$ cat src/assert_macros.svh
// assertion helpers included by the top-level rtl file
// each macro checks on the rising edge of clk and is quiet while arst_n is low
`ifndef ASSERT_MACROS_SVH
`define ASSERT_MACROS_SVH

// property must hold at every clock edge out of reset
`define JSU_ASSERT(lbl, prop, msg) \
	lbl: assert property (@(posedge clk) disable iff (!arst_n) (prop)) else $error(msg);

// condition must never be seen at a clock edge out of reset
`define JSU_NEVER(lbl, cond, msg) \
	lbl: assert property (@(posedge clk) disable iff (!arst_n) !(cond)) else $error(msg);

`endif

$ cat src/jsu_pkg.sv
`timescale 1ns / 1ps
// ----------------------------------------------------------------------------
// jsu_pkg
// Types and constants shared by the JSON string unescape front, queue and
// back end.
// ----------------------------------------------------------------------------
package jsu_pkg;

	// error codes carried on error_kind
	localparam logic [2:0] ERR_NONE       = 3'd0;
	localparam logic [2:0] ERR_NO_OPEN    = 3'd1;
	localparam logic [2:0] ERR_BAD_ESCAPE = 3'd2;
	localparam logic [2:0] ERR_BAD_HEX    = 3'd3;
	localparam logic [2:0] ERR_SHORT_HEX  = 3'd4;

	// utf-8 encoding constants
	localparam logic [15:0] UTF_MAX1  = 16'h007F;
	localparam logic [15:0] UTF_MAX2  = 16'h07FF;
	localparam logic [7:0]  UTF_LEAD2 = 8'hC0;
	localparam logic [7:0]  UTF_LEAD3 = 8'hE0;
	localparam logic [7:0]  UTF_CONT  = 8'h80;
	localparam logic [7:0]  UTF_MASK6 = 8'h3F;

	// default depth of the job queue between front and back
	localparam int QUEUE_DEPTH = 4;

	// what the back end has to produce for one job
	typedef enum logic [2:0] {
		OP_BYTE = 3'd0,
		OP_DONE = 3'd1,
		OP_ERR  = 3'd2,
		OP_UTF2 = 3'd3,
		OP_UTF3 = 3'd4
	} op_t;

	// one queued job: op, byte or 16-bit code point, error code
	typedef struct packed {
		op_t         op;
		logic [15:0] data;
		logic [2:0]  err;
	} job_t;

	// front end decoder state
	typedef enum logic [3:0] {
		MODE_IDLE = 4'b0001,
		MODE_STR  = 4'b0010,
		MODE_ESC  = 4'b0100,
		MODE_HEX  = 4'b1000
	} mode_t;

endpackage

$ cat src/jsu_front.sv
`timescale 1ns / 1ps
// ----------------------------------------------------------------------------
// jsu_front
// Takes raw literal bytes, tracks quote, escape and \u state, and pushes one
// job per byte that yields output into the queue.
// ----------------------------------------------------------------------------
module jsu_front (
	input  logic            clk,
	input  logic            arst_n,
	input  logic            in_valid,
	output logic            in_ready,
	input  logic [7:0]      in_byte,
	input  logic            q_full,
	output logic            q_push,
	output jsu_pkg::job_t   q_job
);

	localparam logic [7:0] CH_QUOTE = 8'h22;
	localparam logic [7:0] CH_BSL   = 8'h5C;
	localparam logic [7:0] CH_SLASH = 8'h2F;
	localparam logic [7:0] CH_B     = 8'h62;
	localparam logic [7:0] CH_F     = 8'h66;
	localparam logic [7:0] CH_N     = 8'h6E;
	localparam logic [7:0] CH_R     = 8'h72;
	localparam logic [7:0] CH_T     = 8'h74;
	localparam logic [7:0] CH_U     = 8'h75;
	localparam logic [7:0] CH_SPACE = 8'h20;
	localparam logic [7:0] CH_TAB   = 8'h09;
	localparam logic [7:0] CH_CR    = 8'h0D;

	// hex digit decode: {is_hex, value}
	function automatic logic [4:0] hex_decode(input logic [7:0] c);
		logic [4:0] r;
		r = 5'd0;
		if (c >= 8'h30 && c <= 8'h39) begin
			r = {1'b1, 4'(c - 8'h30)};
		end else if (c >= 8'h41 && c <= 8'h46) begin
			r = {1'b1, 4'(c - 8'h37)};
		end else if (c >= 8'h61 && c <= 8'h66) begin
			r = {1'b1, 4'(c - 8'h57)};
		end
		return r;
	endfunction

	jsu_pkg::mode_t mode_q, mode_d;
	logic [1:0]     hex_cnt_q, hex_cnt_d;
	logic [11:0]    acc_q, acc_d;
	logic [4:0]     hex;
	logic [15:0]    code;
	logic           accept;
	logic           is_ws;

	assign in_ready = !q_full;
	assign accept   = in_valid && in_ready;
	assign hex      = hex_decode(in_byte);
	assign code     = {acc_q, hex[3:0]};
	assign is_ws    = (in_byte == CH_SPACE) || (in_byte >= CH_TAB && in_byte <= CH_CR);

	// next state and job classification
	always_comb begin
		mode_d     = mode_q;
		hex_cnt_d  = hex_cnt_q;
		acc_d      = acc_q;
		q_push     = 1'b0;
		q_job.op   = jsu_pkg::OP_BYTE;
		q_job.data = {8'h00, in_byte};
		q_job.err  = jsu_pkg::ERR_NONE;
		case (mode_q)
			jsu_pkg::MODE_IDLE: begin
				if (in_byte == CH_QUOTE) begin
					mode_d = jsu_pkg::MODE_STR;
				end else if (!is_ws) begin
					q_push    = 1'b1;
					q_job.op  = jsu_pkg::OP_ERR;
					q_job.err = jsu_pkg::ERR_NO_OPEN;
				end
			end
			jsu_pkg::MODE_STR: begin
				if (in_byte == CH_QUOTE) begin
					mode_d   = jsu_pkg::MODE_IDLE;
					q_push   = 1'b1;
					q_job.op = jsu_pkg::OP_DONE;
				end else if (in_byte == CH_BSL) begin
					mode_d = jsu_pkg::MODE_ESC;
				end else begin
					q_push = 1'b1;
				end
			end
			jsu_pkg::MODE_ESC: begin
				mode_d = jsu_pkg::MODE_STR;
				q_push = 1'b1;
				case (in_byte)
					CH_QUOTE, CH_BSL, CH_SLASH: q_job.data = {8'h00, in_byte};
					CH_B: q_job.data = 16'h0008;
					CH_F: q_job.data = 16'h000C;
					CH_N: q_job.data = 16'h000A;
					CH_R: q_job.data = 16'h000D;
					CH_T: q_job.data = 16'h0009;
					CH_U: begin
						mode_d    = jsu_pkg::MODE_HEX;
						hex_cnt_d = 2'd0;
						acc_d     = 12'd0;
						q_push    = 1'b0;
					end
					default: begin
						mode_d    = jsu_pkg::MODE_IDLE;
						q_job.op  = jsu_pkg::OP_ERR;
						q_job.err = jsu_pkg::ERR_BAD_ESCAPE;
					end
				endcase
			end
			jsu_pkg::MODE_HEX: begin
				if (!hex[4]) begin
					mode_d    = jsu_pkg::MODE_IDLE;
					hex_cnt_d = 2'd0;
					acc_d     = 12'd0;
					q_push    = 1'b1;
					q_job.op  = jsu_pkg::OP_ERR;
					q_job.err = (in_byte == CH_QUOTE) ? jsu_pkg::ERR_SHORT_HEX
						: jsu_pkg::ERR_BAD_HEX;
				end else if (hex_cnt_q != 2'd3) begin
					acc_d     = {acc_q[7:0], hex[3:0]};
					hex_cnt_d = hex_cnt_q + 2'd1;
				end else begin
					mode_d     = jsu_pkg::MODE_STR;
					hex_cnt_d  = 2'd0;
					acc_d      = 12'd0;
					q_push     = 1'b1;
					q_job.data = code;
					if (code <= jsu_pkg::UTF_MAX1) begin
						q_job.op = jsu_pkg::OP_BYTE;
					end else if (code <= jsu_pkg::UTF_MAX2) begin
						q_job.op = jsu_pkg::OP_UTF2;
					end else begin
						q_job.op = jsu_pkg::OP_UTF3;
					end
				end
			end
			default: begin
				mode_d = jsu_pkg::MODE_IDLE;
			end
		endcase
		if (!accept) begin
			q_push = 1'b0;
		end
	end

	// decoder state registers
	always_ff @(posedge clk or negedge arst_n) begin
		if (!arst_n) begin
			mode_q    <= jsu_pkg::MODE_IDLE;
			hex_cnt_q <= 2'd0;
			acc_q     <= 12'd0;
		end else if (accept) begin
			mode_q    <= mode_d;
			hex_cnt_q <= hex_cnt_d;
			acc_q     <= acc_d;
		end
	end

endmodule

$ cat src/jsu_fifo.sv
`timescale 1ns / 1ps
// ----------------------------------------------------------------------------
// jsu_fifo
// Small job queue that decouples the front end from the back end.
// ----------------------------------------------------------------------------
module jsu_fifo #(
	parameter int Depth = jsu_pkg::QUEUE_DEPTH
) (
	input  logic          clk,
	input  logic          arst_n,
	input  logic          push,
	input  jsu_pkg::job_t push_job,
	input  logic          pop,
	output jsu_pkg::job_t head_job,
	output logic          full,
	output logic          empty
);

	localparam int PtrW = (Depth > 1) ? $clog2(Depth) : 1;
	localparam int CntW = $clog2(Depth + 1);

	jsu_pkg::job_t   mem_q [Depth];
	logic [PtrW-1:0] wr_ptr_q;
	logic [PtrW-1:0] rd_ptr_q;
	logic [CntW-1:0] cnt_q;
	logic            do_push;
	logic            do_pop;

	assign full     = (cnt_q == CntW'(Depth));
	assign empty    = (cnt_q == '0);
	assign do_push  = push && !full;
	assign do_pop   = pop && !empty;
	assign head_job = mem_q[rd_ptr_q];

	// storage
	always_ff @(posedge clk) begin
		if (do_push) begin
			mem_q[wr_ptr_q] <= push_job;
		end
	end

	// pointers and fill count
	always_ff @(posedge clk or negedge arst_n) begin
		if (!arst_n) begin
			wr_ptr_q <= '0;
			rd_ptr_q <= '0;
			cnt_q    <= '0;
		end else begin
			if (do_push) begin
				wr_ptr_q <= (wr_ptr_q == PtrW'(Depth - 1)) ? '0 : wr_ptr_q + 1'b1;
			end
			if (do_pop) begin
				rd_ptr_q <= (rd_ptr_q == PtrW'(Depth - 1)) ? '0 : rd_ptr_q + 1'b1;
			end
			if (do_push && !do_pop) begin
				cnt_q <= cnt_q + 1'b1;
			end else if (do_pop && !do_push) begin
				cnt_q <= cnt_q - 1'b1;
			end
		end
	end

endmodule

$ cat src/jsu_back.sv
`timescale 1ns / 1ps
// ----------------------------------------------------------------------------
// jsu_back
// Expands queued jobs into one to three result words and holds them in the
// output register until taken.
// ----------------------------------------------------------------------------
module jsu_back (
	input  logic          clk,
	input  logic          arst_n,
	input  jsu_pkg::job_t head_job,
	input  logic          q_empty,
	output logic          q_pop,
	output logic          out_valid,
	input  logic          out_ready,
	output logic [7:0]    out_byte,
	output logic          byte_valid,
	output logic          last_of_run,
	output logic          string_done,
	output logic [2:0]    error_kind
);

	logic [1:0] idx_q;
	logic       out_valid_q;
	logic [7:0] byte_q;
	logic       bvalid_q;
	logic       last_q;
	logic       done_q;
	logic [2:0] err_q;
	logic       issue;
	logic [7:0] nbyte;
	logic       nbvalid;
	logic       nlast;
	logic       ndone;
	logic [2:0] nerr;

	assign issue = !q_empty && (!out_valid_q || out_ready);
	assign q_pop = issue && nlast;

	// build the word for the current position within the job
	always_comb begin
		nbyte   = 8'h00;
		nbvalid = 1'b0;
		nlast   = 1'b1;
		ndone   = 1'b0;
		nerr    = jsu_pkg::ERR_NONE;
		case (head_job.op)
			jsu_pkg::OP_BYTE: begin
				nbyte   = head_job.data[7:0];
				nbvalid = 1'b1;
			end
			jsu_pkg::OP_DONE: begin
				ndone = 1'b1;
			end
			jsu_pkg::OP_ERR: begin
				nerr = head_job.err;
			end
			jsu_pkg::OP_UTF2: begin
				nbvalid = 1'b1;
				nlast   = (idx_q == 2'd1);
				if (idx_q == 2'd0) begin
					nbyte = jsu_pkg::UTF_LEAD2 | {3'b000, head_job.data[10:6]};
				end else begin
					nbyte = jsu_pkg::UTF_CONT | ({2'b00, head_job.data[5:0]}
						& jsu_pkg::UTF_MASK6);
				end
			end
			jsu_pkg::OP_UTF3: begin
				nbvalid = 1'b1;
				nlast   = (idx_q == 2'd2);
				if (idx_q == 2'd0) begin
					nbyte = jsu_pkg::UTF_LEAD3 | {4'b0000, head_job.data[15:12]};
				end else if (idx_q == 2'd1) begin
					nbyte = jsu_pkg::UTF_CONT | ({2'b00, head_job.data[11:6]}
						& jsu_pkg::UTF_MASK6);
				end else begin
					nbyte = jsu_pkg::UTF_CONT | ({2'b00, head_job.data[5:0]}
						& jsu_pkg::UTF_MASK6);
				end
			end
			default: begin
				nlast = 1'b1;
			end
		endcase
	end

	// position within job and output valid
	always_ff @(posedge clk or negedge arst_n) begin
		if (!arst_n) begin
			idx_q       <= 2'd0;
			out_valid_q <= 1'b0;
		end else begin
			if (issue) begin
				idx_q       <= nlast ? 2'd0 : idx_q + 2'd1;
				out_valid_q <= 1'b1;
			end else if (out_ready) begin
				out_valid_q <= 1'b0;
			end
		end
	end

	// output word register
	always_ff @(posedge clk) begin
		if (issue) begin
			byte_q   <= nbyte;
			bvalid_q <= nbvalid;
			last_q   <= nlast;
			done_q   <= ndone;
			err_q    <= nerr;
		end
	end

	assign out_valid   = out_valid_q;
	assign out_byte    = byte_q;
	assign byte_valid  = bvalid_q;
	assign last_of_run = last_q;
	assign string_done = done_q;
	assign error_kind  = err_q;

endmodule

$ cat src/json_string_unescape.sv
`timescale 1ns / 1ps
// ----------------------------------------------------------------------------
// json_string_unescape
// Streaming decoder for one JSON string literal at a time: escapes, \uXXXX
// to UTF-8, closing quote and error reporting.
// ----------------------------------------------------------------------------
// Usage:
//  - input channel in_valid/in_ready/in_byte takes one raw byte per word,
//    starting with the opening quote; whitespace before it is skipped
//  - output channel out_valid/out_ready carries result words: out_byte with
//    byte_valid, last_of_run on the final word of an input byte,
//    string_done on the closing quote, error_kind on a decode error
//  - a byte yields zero to three words; the opening quote, backslash, 'u'
//    and the first three hex digits yield none
//  - a job is written into the queue at the accepting edge and passes on
//    to the output register, which raises out_valid, once that is free
//  - throughput is one input byte and one output word per cycle while the
//    queue has room and the receiver is ready; the three words of a 3-byte
//    UTF-8 sequence are covered by the five silent input bytes of its escape
//  - the front accepts while the job queue has room; when the receiver
//    stalls the output word holds and the queue fills before in_ready drops
//  - reset clears the decoder to idle awaiting an opening quote and empties
//    the queue and output register; after an error the decoder is idle
// ----------------------------------------------------------------------------
`include "assert_macros.svh"

module json_string_unescape #(
	parameter int QueueDepth = jsu_pkg::QUEUE_DEPTH
) (
	input  logic       clk,
	input  logic       arst_n,
	input  logic       in_valid,
	output logic       in_ready,
	input  logic [7:0] in_byte,
	output logic       out_valid,
	input  logic       out_ready,
	output logic [7:0] out_byte,
	output logic       byte_valid,
	output logic       last_of_run,
	output logic       string_done,
	output logic [2:0] error_kind
);

	jsu_pkg::job_t push_job;
	jsu_pkg::job_t head_job;
	logic          q_push;
	logic          q_pop;
	logic          q_full;
	logic          q_empty;
	logic          done_bad;
	logic          data_bad;

	// byte classification
	jsu_front u_front (
		.clk      (clk),
		.arst_n   (arst_n),
		.in_valid (in_valid),
		.in_ready (in_ready),
		.in_byte  (in_byte),
		.q_full   (q_full),
		.q_push   (q_push),
		.q_job    (push_job)
	);

	// job queue
	jsu_fifo #(
		.Depth (QueueDepth)
	) u_fifo (
		.clk      (clk),
		.arst_n   (arst_n),
		.push     (q_push),
		.push_job (push_job),
		.pop      (q_pop),
		.head_job (head_job),
		.full     (q_full),
		.empty    (q_empty)
	);

	// result expansion and output register
	jsu_back u_back (
		.clk         (clk),
		.arst_n      (arst_n),
		.head_job    (head_job),
		.q_empty     (q_empty),
		.q_pop       (q_pop),
		.out_valid   (out_valid),
		.out_ready   (out_ready),
		.out_byte    (out_byte),
		.byte_valid  (byte_valid),
		.last_of_run (last_of_run),
		.string_done (string_done),
		.error_kind  (error_kind)
	);

	// malformed output word shapes
	assign done_bad = string_done && (!last_of_run || byte_valid);
	assign data_bad = byte_valid && (string_done || error_kind != jsu_pkg::ERR_NONE);

	// checks
	`JSU_NEVER(a_push_full, q_push && q_full, "job pushed into full queue")
	`JSU_NEVER(a_pop_empty, q_pop && q_empty, "job popped from empty queue")
	`JSU_NEVER(a_done_last, out_valid && done_bad, "closing quote word malformed")
	`JSU_NEVER(a_data_no_err, out_valid && data_bad, "data word carries status")

endmodule
$ cat config.mk
export PLATFORM = sky130hd
export DESIGN_NAME = json_string_unescape
export DESIGN_NICKNAME = d
export VERILOG_FILES = /design/src/jsu_pkg.sv /design/src/jsu_front.sv /design/src/jsu_fifo.sv /design/src/jsu_back.sv /design/src/json_string_unescape.sv
export VERILOG_INCLUDE_DIRS = /design/src /design/src/src
export SDC_FILE = /design/constraint.sdc
export NUM_CORES = 1
export LEC_CHECK = 0
export BUFFER_PORTS_ARGS = -buffer_cell sky130_fd_sc_hd__buf_4
export CAP_MARGIN = 20
export CORE_UTILIZATION = 61
export CTS_CLUSTER_DIAMETER = 60
export DETAILED_ROUTE_END_ITERATION = 16
export PLACE_DENSITY = 0.83
export SYNTH_ARGS = -nofsm -noshare
export SYNTH_HDL_FRONTEND = slang
export SYNTH_SLANG_ARGS = --single-unit
$ cat constraint.sdc
create_clock -name clk -period 3.5 [get_ports clk]
set_input_delay 0.525 -clock clk [delete_from_list [all_inputs] [get_ports clk]]
set_output_delay 0.525 -clock clk [all_outputs]
set_load 0.1 [all_outputs]
==> flow_summary.toml <==
[clock_tree]
clock_latency_ns = 0.52
postCtsHoldBufs = 1
root_buffer = "clkbuf_8"
cts_resized = 0
post_cts_buffers = 0
cts_made_buffers = 17
htreeDepth = 4
clkSinkCount = 130
clk_pin_slew_ns = 0.06
cts.path.max_buffers = 2
cts_tree = "yes"

[worst_setup_path]
path_cells = "mux4_2 -> or3b_1 -> o22ai_2 -> nor2_1 -> inv_1 -> ha_1 -> inv_1 -> fa_1 -> xor2_1 -> nor2_1 -> xor2_1"
cpPeakStageDelay_ns = 0.62
critPathBufInv = 2
r2r_slack_ns = 0.19
cp-start-kind = "flip-flop"
cp-end-kind = "flip-flop"
crit_arrival_ns = 3.75
path_depth = 11
r2r_start = "u_fifo.rd_ptr_q[0]"
r2r_cells = 11
cpMaxStageDelayCell = "mux4_2"
path_class = "flip-flop to flip-flop"
crit_family = "simple AND/OR/NAND/NOR gates"
cp.required_ns = 3.94
r2r-end = "u_fifo.cnt_q[2]"
cp_max_fo = 7

[power_and_ir_drop]
switchingPower_mw = 2.36
peakVddDrop_v = 0.000608
power_density_nw_per_um2 = 868
p_comb_share_pct = 39.9
switching_share_pct = 37.9
seq_power_share_pct = 35.9
p_int_mw = 3.87
p_leak_nw = 2.67
clkPwrFrac_pct = 24.2

[sta]
max_freq_mhz = 302
finalSetupViolations = 0
slew_headroom_pct = 37.9
fin_ws_ns = 0.186
tns_ns = 0
finalCriticalPeriod_ns = 3.31
rsz0062_at_grt = "no"
worstMarginPinSlew_ns = 0.929
finalHoldViolCount = 0
slew_viol_final = 0
finalClockSkew_ns = 0.00874
finalCritPeriodShare_pct = 94.7

[hold_path]
min_to = "u_back.out_valid"
hold_depth = 4
min_from = "out_ready"
min_path_type = "input pin to flip-flop"

[synthesis]
ys_seq_elements = 130
synth-edff-count = 102
synth_area_per_cell_um2 = 14.3
syn-cell-area_um2 = 6190
ys_warn_count = 0
syn_inst = 432
ys.flop_type = "edfxtp_1"
ys_types = 69
ys_seq_area_share_pct = 60.8
async_flop_share_pct = 21.5
synth.net_count = 459

[floorplanning]
floorplan.initialDensity_pct = 63.0
ioPinCount = 28
die_h_um = 103
die_x_um = 103
die_area_um2 = 10600
core.rowCount = 36
fp.coreArea_um2 = 9820

[routing]
drc_errors = 0
final_antenna_net_count = 0
dr.pass1.iters = 5
vias = 4079
wl_mm = 14.1
via_per_inst = 6.55
wire_per_inst_um = 22.6
drt_iter0_markers = 364

[grt]
grt_pass1_wl_mm = 22.1
grt-ovfl-total = 0
grt_pass1_vias = 4032
antenna_found_initial = 0
grt_max_degree = 29
grt_use_total_pct = 29.6

[placed_design]
dp_hpwl_mm = 9.33
dp_cells = 590
gp_congestion = 0.906
numPortBuffers = 27
dp_slack_ns = 0.0582

[job]
cap_violations = 0

[final_layout]
fin_cells = 623
drive_above_1_share_pct = 23.7
antenna_cells = 0
final_cell_mix = "edfxtp_1 (102), buf_4 (43), dfrtp_1 (27), nor2_1 (23)"
syn_to_final_growth_pct = 15.8
final_common_cell = "edfxtp_1"
final_util_pct = 73.0
fill_cells = 632
nets = 504

[run_status]
status = "finished, final reports clean"
## worst min-delay path, cell delays in order
cell	delay [ns]
buf_4	0.08
inv_1	0.04
nand2_1	0.05
nand2_1	0.04
## per-stage QoR
step	area [µm²]	power (mW)	hold slack (ns)
global placement	6660	4.61	0.466
global route	7170	6.51	0.257
detailed placement	6660	4.70	0.476
floorplan	6190	4.06	0.229
CTS	7170	6.24	0.248
finish	7170	6.22	0.266
## layer usage
layer	vias up	global-route usage (%)	routed length (µm)	share of wire, %
met4	0	11.6	416	3.0
li1	1787	-	-	-
met1	2035	36.4	5380	38
met2	217	50.2	7360	52
met3	40	8.20	900	6.4
met5	-	0	0	0
## cell families (layout without fill, tap and decap cells)
logic type,count (synthesis),after routing,synth area share (%)
AO/OA/AOI/OAI,82,82,9.74
AND/OR/NAND/NOR,120,120,11.4
adder cells (fa/ha/maj),15,15,3.15
flip-flops,130,130,60.8
XOR/XNOR,9,9,1.27
buffers and inverters,37,95,2.61
multiplexers,39,39,11.0
## synth_stat cells, types with 2 or more instances
master	number	share of area [%]
edfxtp_1	102	49
dfrtp_1	27	11
nor2_1	23	1.4
mux4_2	22	8.0
nand2_1	22	1.3
o21ai_0	17	1.4
inv_1	15	0.91
ha_1	14	2.8
a21oi_1	12	0.97
and2_1	12	1.2
clkbuf_1	12	0.73
a22o_1	11	1.6
nand3_1	11	0.89
mux2i_1	10	1.6
o31ai_1	7	0.85
buf_2	6	0.49
mux2_2	5	0.91
nor2b_1	5	0.51
nor4b_1	5	0.71
xnor2_1	5	0.71
a21o_1	4	0.49
a32o_1	4	0.65
and2_2	4	0.49
nand4_1	4	0.40
o221ai_1	4	0.57
or3b_2	4	0.57
xor2_1	4	0.57
a31oi_1	3	0.30
nor3_1	3	0.24
nor3b_1	3	0.36
or3b_1	3	0.42
a32oi_1	2	0.28
a41oi_1	2	0.28
and3_1	2	0.20
buf_1	2	0.12
buf_6	2	0.36
mux2_4	2	0.49
nand3b_1	2	0.24
nand4bb_1	2	0.36
nor4_1	2	0.20
o21ai_1	2	0.16
or4_1	2	0.24
## how the worst max path moves through the flow
stage | end | slack (ns) | from
floorplan | u_fifo.cnt_q[2] | 0.02 | in_byte[0]
global placement | u_fifo.cnt_q[2] | 0.12 | in_byte[0]
detailed placement | u_fifo.cnt_q[2] | 0.06 | in_byte[0]
CTS | u_fifo.cnt_q[2] | 0.18 | u_fifo.rd_ptr_q[0]
global route | u_fifo.cnt_q[2] | 0.05 | u_fifo.rd_ptr_q[0]
finish | u_fifo.cnt_q[2] | 0.19 | u_fifo.rd_ptr_q[0]
## power by group through the flow
stage          Combinational, mW  Sequential, mW  Clock (mW)
2_1_floorplan               1.31            2.75           0
3_3_place_gp                2.37            2.24           0
3_5_place_dp                2.44            2.26           0
4_1_cts                     2.48            2.24        1.52
5_1_grt                     2.64            2.27        1.60
6_report                    2.48            2.24        1.51
## layout make-up
| class | count | area, µm² | area share [%] |
|---|---|---|---|
| clock buffers | 23 | 437 | 6.09 |
| well taps | 133 | 166 | 2.32 |
| clock inverters | 9 | 65.1 | 0.908 |
| flip-flops and latches | 130 | 3760 | 52.5 |
| multi-input cells | 265 | 2270 | 31.6 |
| inverters | 15 | 56.3 | 0.785 |
| repair buffers | 48 | 413 | 5.76 |
## registers in the layout, summed over array words and instances, names as in the netlist
name,flops
u_back.byte_valid,1
u_back.error_kind,3
u_back.idx_q,2
u_back.last_of_run,1
u_back.out_byte,8
u_back.out_valid,1
u_back.string_done,1
u_fifo.cnt_q,3
u_fifo.mem_q,88
u_fifo.rd_ptr_q,2
u_fifo.wr_ptr_q,2
u_front.acc_q,12
u_front.hex_cnt_q,2
u_front.mode_q,4
No activity file was read; power rests on OpenSTA's default activity.
